## src/design/cbim_pkg.sv

```systemverilog
// shared types, constants and helpers of the composite body inertia merge
package cbim_pkg;

  localparam int unsigned MassW  = 32;
  localparam int unsigned PosW   = 32;
  localparam int unsigned InerW  = 40;
  localparam int unsigned TotW   = MassW + 1;
  localparam int unsigned DiffW  = PosW + 1;
  localparam int unsigned ProdW  = MassW + DiffW;
  localparam int unsigned SumW   = 64;
  localparam int unsigned DataW  = MassW + 3 * PosW + 6 * InerW;
  localparam int unsigned DivSteps = DiffW;

  localparam logic signed [SumW-1:0] I40Max = 64'sd549755813887;
  localparam logic signed [SumW-1:0] I40Min = -64'sd549755813888;

  typedef struct packed {
    logic       accept;
    logic       load;
    logic       div_mul;
    logic       div_init;
    logic       div_step;
    logic       div_end;
    logic       prep_d;
    logic       t_a;
    logic       t_b;
    logic       t_c;
    logic       t_d;
    logic       commit;
    logic [1:0] axis;
    logic       part;
    logic [2:0] term;
  } cmd_t;

  typedef struct packed {
    logic start;
    logic err;
    logic out_busy;
  } status_t;

  // first axis of a term: squares then cross pairs
  function automatic logic [1:0] pair_a(input logic [2:0] j);
    logic [1:0] r;
    case (j)
      3'd0: r = 2'd0;
      3'd1: r = 2'd1;
      3'd2: r = 2'd2;
      3'd3: r = 2'd0;
      3'd4: r = 2'd0;
      3'd5: r = 2'd1;
      default: r = 2'd0;
    endcase
    return r;
  endfunction

  function automatic logic [1:0] pair_b(input logic [2:0] j);
    logic [1:0] r;
    case (j)
      3'd0: r = 2'd0;
      3'd1: r = 2'd1;
      3'd2: r = 2'd2;
      3'd3: r = 2'd1;
      3'd4: r = 2'd2;
      3'd5: r = 2'd2;
      default: r = 2'd0;
    endcase
    return r;
  endfunction

  // inertia entries (xx xy xz yy yz zz) that a term feeds
  function automatic logic [5:0] term_mask(input logic [2:0] j);
    logic [5:0] r;
    case (j)
      3'd0: r = 6'b101000;
      3'd1: r = 6'b100001;
      3'd2: r = 6'b001001;
      3'd3: r = 6'b000010;
      3'd4: r = 6'b000100;
      3'd5: r = 6'b010000;
      default: r = 6'b000000;
    endcase
    return r;
  endfunction

  function automatic logic [InerW-1:0] sat40(input logic signed [SumW-1:0] v);
    logic signed [SumW-1:0] r;
    if (v > I40Max) r = I40Max;
    else if (v < I40Min) r = I40Min;
    else r = v;
    return r[InerW-1:0];
  endfunction

endpackage

```

## src/design/cbim_ctrl.sv

```systemverilog
// sequencer of the composite body inertia merge
module cbim_ctrl (
  input  logic             clk_i,
  input  logic             rst_ni,
  input  logic             s_valid_i,
  output logic             s_ready_o,
  input  cbim_pkg::status_t status_i,
  output cbim_pkg::cmd_t    cmd_o
);

  localparam logic [3:0] StIdle  = 4'd0;
  localparam logic [3:0] StLoad  = 4'd1;
  localparam logic [3:0] StDMul  = 4'd2;
  localparam logic [3:0] StDInit = 4'd3;
  localparam logic [3:0] StDStep = 4'd4;
  localparam logic [3:0] StDEnd  = 4'd5;
  localparam logic [3:0] StPrepD = 4'd6;
  localparam logic [3:0] StTA    = 4'd7;
  localparam logic [3:0] StTB    = 4'd8;
  localparam logic [3:0] StTC    = 4'd9;
  localparam logic [3:0] StTD    = 4'd10;
  localparam logic [3:0] StCommit = 4'd11;

  logic [3:0] state_q, state_d;
  logic [1:0] axis_q, axis_d;
  logic [5:0] step_q, step_d;
  logic [2:0] term_q, term_d;
  logic       part_q, part_d;

  always_comb begin
    state_d = state_q;
    axis_d  = axis_q;
    step_d  = step_q;
    term_d  = term_q;
    part_d  = part_q;
    cmd_o   = '0;
    cmd_o.axis = axis_q;
    cmd_o.part = part_q;
    cmd_o.term = term_q;
    unique case (state_q)
      StIdle: begin
        if (s_valid_i) begin
          cmd_o.accept = 1'b1;
          state_d = StLoad;
        end
      end
      StLoad: begin
        cmd_o.load = 1'b1;
        axis_d = 2'd0;
        if (status_i.start || status_i.err) state_d = StCommit;
        else state_d = StDMul;
      end
      StDMul: begin
        cmd_o.div_mul = 1'b1;
        state_d = StDInit;
      end
      StDInit: begin
        cmd_o.div_init = 1'b1;
        step_d = '0;
        state_d = StDStep;
      end
      StDStep: begin
        cmd_o.div_step = 1'b1;
        step_d = step_q + 6'd1;
        if (step_q == 6'(cbim_pkg::DivSteps - 1)) state_d = StDEnd;
      end
      StDEnd: begin
        cmd_o.div_end = 1'b1;
        if (axis_q == 2'd2) begin
          state_d = StPrepD;
        end else begin
          axis_d = axis_q + 2'd1;
          state_d = StDMul;
        end
      end
      StPrepD: begin
        cmd_o.prep_d = 1'b1;
        term_d = '0;
        part_d = 1'b0;
        state_d = StTA;
      end
      StTA: begin
        cmd_o.t_a = 1'b1;
        state_d = StTB;
      end
      StTB: begin
        cmd_o.t_b = 1'b1;
        state_d = StTC;
      end
      StTC: begin
        cmd_o.t_c = 1'b1;
        state_d = StTD;
      end
      StTD: begin
        cmd_o.t_d = 1'b1;
        state_d = StTA;
        if (term_q == 3'd5) begin
          term_d = '0;
          part_d = 1'b1;
          if (part_q) state_d = StCommit;
        end else begin
          term_d = term_q + 3'd1;
        end
      end
      StCommit: begin
        if (!status_i.out_busy) begin
          cmd_o.commit = 1'b1;
          state_d = StIdle;
        end
      end
      default: state_d = StIdle;
    endcase
  end

  assign s_ready_o = (state_q == StIdle);

  always_ff @(posedge clk_i or negedge rst_ni) begin
    if (!rst_ni) begin
      state_q <= StIdle;
      axis_q  <= '0;
      step_q  <= '0;
      term_q  <= '0;
      part_q  <= 1'b0;
    end else begin
      state_q <= state_d;
      axis_q  <= axis_d;
      step_q  <= step_d;
      term_q  <= term_d;
      part_q  <= part_d;
    end
  end

endmodule

```

## config.mk

```make
export PLATFORM = sky130hd
export DESIGN_NAME = cbim_ctrl
export DESIGN_NICKNAME = d
export VERILOG_FILES = /design/src/design/cbim_pkg.sv /design/src/design/cbim_ctrl.sv
export SDC_FILE = /design/constraint.sdc
export NUM_CORES = 1
export LEC_CHECK = 0
export ABC_AREA = 0
export BUFFER_PORTS_ARGS = -buffer_cell sky130_fd_sc_hd__buf_2
export CAP_MARGIN = 5
export CORE_ASPECT_RATIO = 1.5
export CORE_UTILIZATION = 47
export CTS_CLUSTER_DIAMETER = 30
export CTS_CLUSTER_SIZE = 8
export DETAILED_ROUTE_END_ITERATION = 8
export HOLD_SLACK_MARGIN = 0.08
export PLACE_DENSITY_LB_ADDON = 0.12
export SYNTH_ARGS = -nofsm -noshare
export SYNTH_HDL_FRONTEND = slang
export SYNTH_SLANG_ARGS = --single-unit
```

## constraint.sdc

```tcl
create_clock -name clk_i -period 1.45 [get_ports clk_i]
set_input_delay 0.2175 -clock clk_i [delete_from_list [all_inputs] [get_ports clk_i]]
set_output_delay 0.2175 -clock clk_i [all_outputs]
set_load 0.02 [all_outputs]
```

==> out/metrics.yaml <==
outcome:
  status: "finished with violations"
  violations: "setup timing"
detailed_routing:
  route.detailed.drc: 0
  viasPerCell: 6.545
  drtIter0Drc: 52
  wl_per_cell_um: 21.51
  ant_nets: 0
  routed_wl_um: 4259
  vias: 1296
  dr.pass1.iters: 4
grt:
  grt_pass1_wl_um: 4899
  grt_max_degree: 17
  overflow: 0
  grtUsageTotal: 0.2959
  antenna_found_initial: 0
  grt_pass1_vias: 1082
die:
  start_util: 0.5030
  boundaryPins: 25
  fp.dieW_um: 40.27
  rows: 20
  die_h_um: 59.40
  coreArea_um2: 2052
  dieArea_um2: 2392
finish:
  layout_common_cells: "buf_6, buf_4, dfrtp_1"
  drive_gt1_frac: 0.5625
  fin_nets: 186
  layout.cells.most_common: "buf_6"
  final_cells: 198
  area_growth_pct: 76.12
  final_core_util: 0.8860
  n_antenna_cell: 0
synth:
  ys_top_cells_by_area: "dfrtp_1, o21ai_0, nand2_1, a22o_1, nor2_1"
  yosys.area.top_type_share: 0.3879
  synth_cell_type_count: 36
  syn_area_per_cell_um2: 8.392
  synth-seq-area-share: 0.3879
  synth_warnings: 0
  synth_ff_type: "dfrtp_1"
  syn-num-nets: 132
  ys_ff_latch: 16
  synth-edff-count: 0
  async_reset_ff_frac: 1.000
  netlist_instances: 123
  synth_top_cell_by_area: "dfrtp_1"
  synth.cell_area_um2: 1032
sta:
  max_freq_mhz: 585.4
  relSlewSlack: 0.7415
  rsz0062_at_grt: "true"
  hold_viol_final: 0
  tightest_slew_ps: 382.3
  fin_skew_ps: 3.468
  whs_ps: 256.9
  finalWorstPathRequiredPeriod_ps: 1708
  setup_viol: 23
  min_period_over_period: 1.178
  setup_slack_ps: -258.3
  slew_violations: 0
placed_design:
  dp.cells: 180
  post-place-ws_ps: -46.99
  port_buffers: 24
  dp_hpwl_um: 2104
  gp_congestion: 0.8714
critical_path:
  reg2reg_depth: 6
  endpoint: "cmd_o[15]"
  critPathKind: "reg -> out"
  crit_arrival_ps: 1490
  r2r_end: "step_q[3]"
  required_ps: 1230
  slowest_delay_ps: 470
  cp-end-kind: "primary output"
  slowest_stage: "dfrtp_1"
  reg2reg_setup_slack_ps: -220
  r2r-start: "state_q[1]"
  critPathLaunchType: "flop"
  critPathLaunch: "state_q[0]"
  crit_chain: "buf_6 > nand2b_4 > buf_6 > nor3_4 > buf_6"
  critical_path.max_fanout: 4
  cpMostUsedCell: "buf_6"
clock_tree:
  clock-sinks: 16
  clk_latency_ps: 290
  cts_buffers: 3
  cts-root-buf: "clkbuf_4"
  clk_pin_slew_ps: 110
  cts_buffer_depth: 2
  cts_tree: "done"
  cts-htree-levels: 1
pwr:
  peakVddDrop_v: 0.0005381
  power.leakage_nw: 0.8175
  power_mw: 1.291
  powerDensity_nw_per_um2: 710.0
hold_path:
  min_path_type: "in -> reg"
run:
  cap_violations: 0
layer usage:
metal / GRT usage / part of all wire
met2: 0.5046 / 0.54
met1: 0.3534 / 0.36
met5: 0 / 0
met4: 0.1238 / 0.043
met3: 0.04135 / 0.052
report_power, final:
part,total (mW),internal [mW],switching [mW]
clock network,0.313,0.153,0.160
logic,0.507,0.233,0.274
registers,0.471,0.458,0.0124
per-stage QoR:
| stage | TNS, ps | area (µm²) |
|---|---|---|
| after floorplan | -271.1 | 1071 |
| after global placement | -5.002 | 1319 |
| after detailed placement | -46.99 | 1319 |
| after CTS | -2362 | 1609 |
| after global routing | -4801 | 1818 |
| final | -3547 | 1818 |
flip-flops by register name (all words and copies together) (netlist names):
signal / cells
step_q: 6
state_q: 4
term_q: 3
axis_q: 2
part_q: 1
synthesized netlist by cell type (2+ instances only):
library cell / number
nand4_1: 2
o21ai_0: 10
ha_1: 3
a211oi_1: 2
nor2_1: 11
buf_4: 2
o22ai_1: 2
a21oi_1: 4
nor3_1: 6
nor4_1: 2
a22o_1: 5
nand3_1: 2
nor2b_1: 2
clkbuf_1: 6
o21ai_1: 2
a31oi_1: 3
a41oi_1: 2
o31ai_1: 3
nand2_1: 12
dfrtp_1: 16
inv_1: 8
nand2b_1: 4
cell families (layout without fill, tap and decap cells):
family | after synthesis | after routing | synth area share
AOI/OAI and AO/OA | 36 | 36 | 0.2255
adders and majority gates | 3 | 3 | 0.03637
buffers and inverters | 18 | 71 | 0.07999
DFF | 16 | 16 | 0.3879
muxes | 2 | 2 | 0.02061
and+or+nand+nor | 48 | 48 | 0.2497
worst min-delay path by stage:
stage	startpoint	cells after the start	to
floorplan	rst_ni	0	axis_q[0]
global placement	rst_ni	1	step_q[3]
detailed placement	rst_ni	1	step_q[5]
CTS	status_i[0]	3	state_q[0]
global route	s_valid_i	3	state_q[1]
finish	s_valid_i	3	state_q[1]
layout make-up:
cell class,count,area [µm²]
clock buffers,4,36.28
fillers,95,234.0
inverters,9,43.79
multi-input cells,89,790.8
flip-flops and latches,16,400.4
well taps,22,27.53
repair buffers,58,519.2
what timing repair did:
item,CTS,global route
setup buffers,9,5
endpoints found under the hold margin,16,0
pin swaps,8,14
resized for setup,50,46
setup endpoints to repair,17,27
hold buffers,1,0
critical path: cells and delay by family (launching register included):
kind,cells,cell delay [ps]
buf+inv,3,440
flops,1,470
simple gates,2,280
No activity file was read; power rests on OpenSTA's default activity.
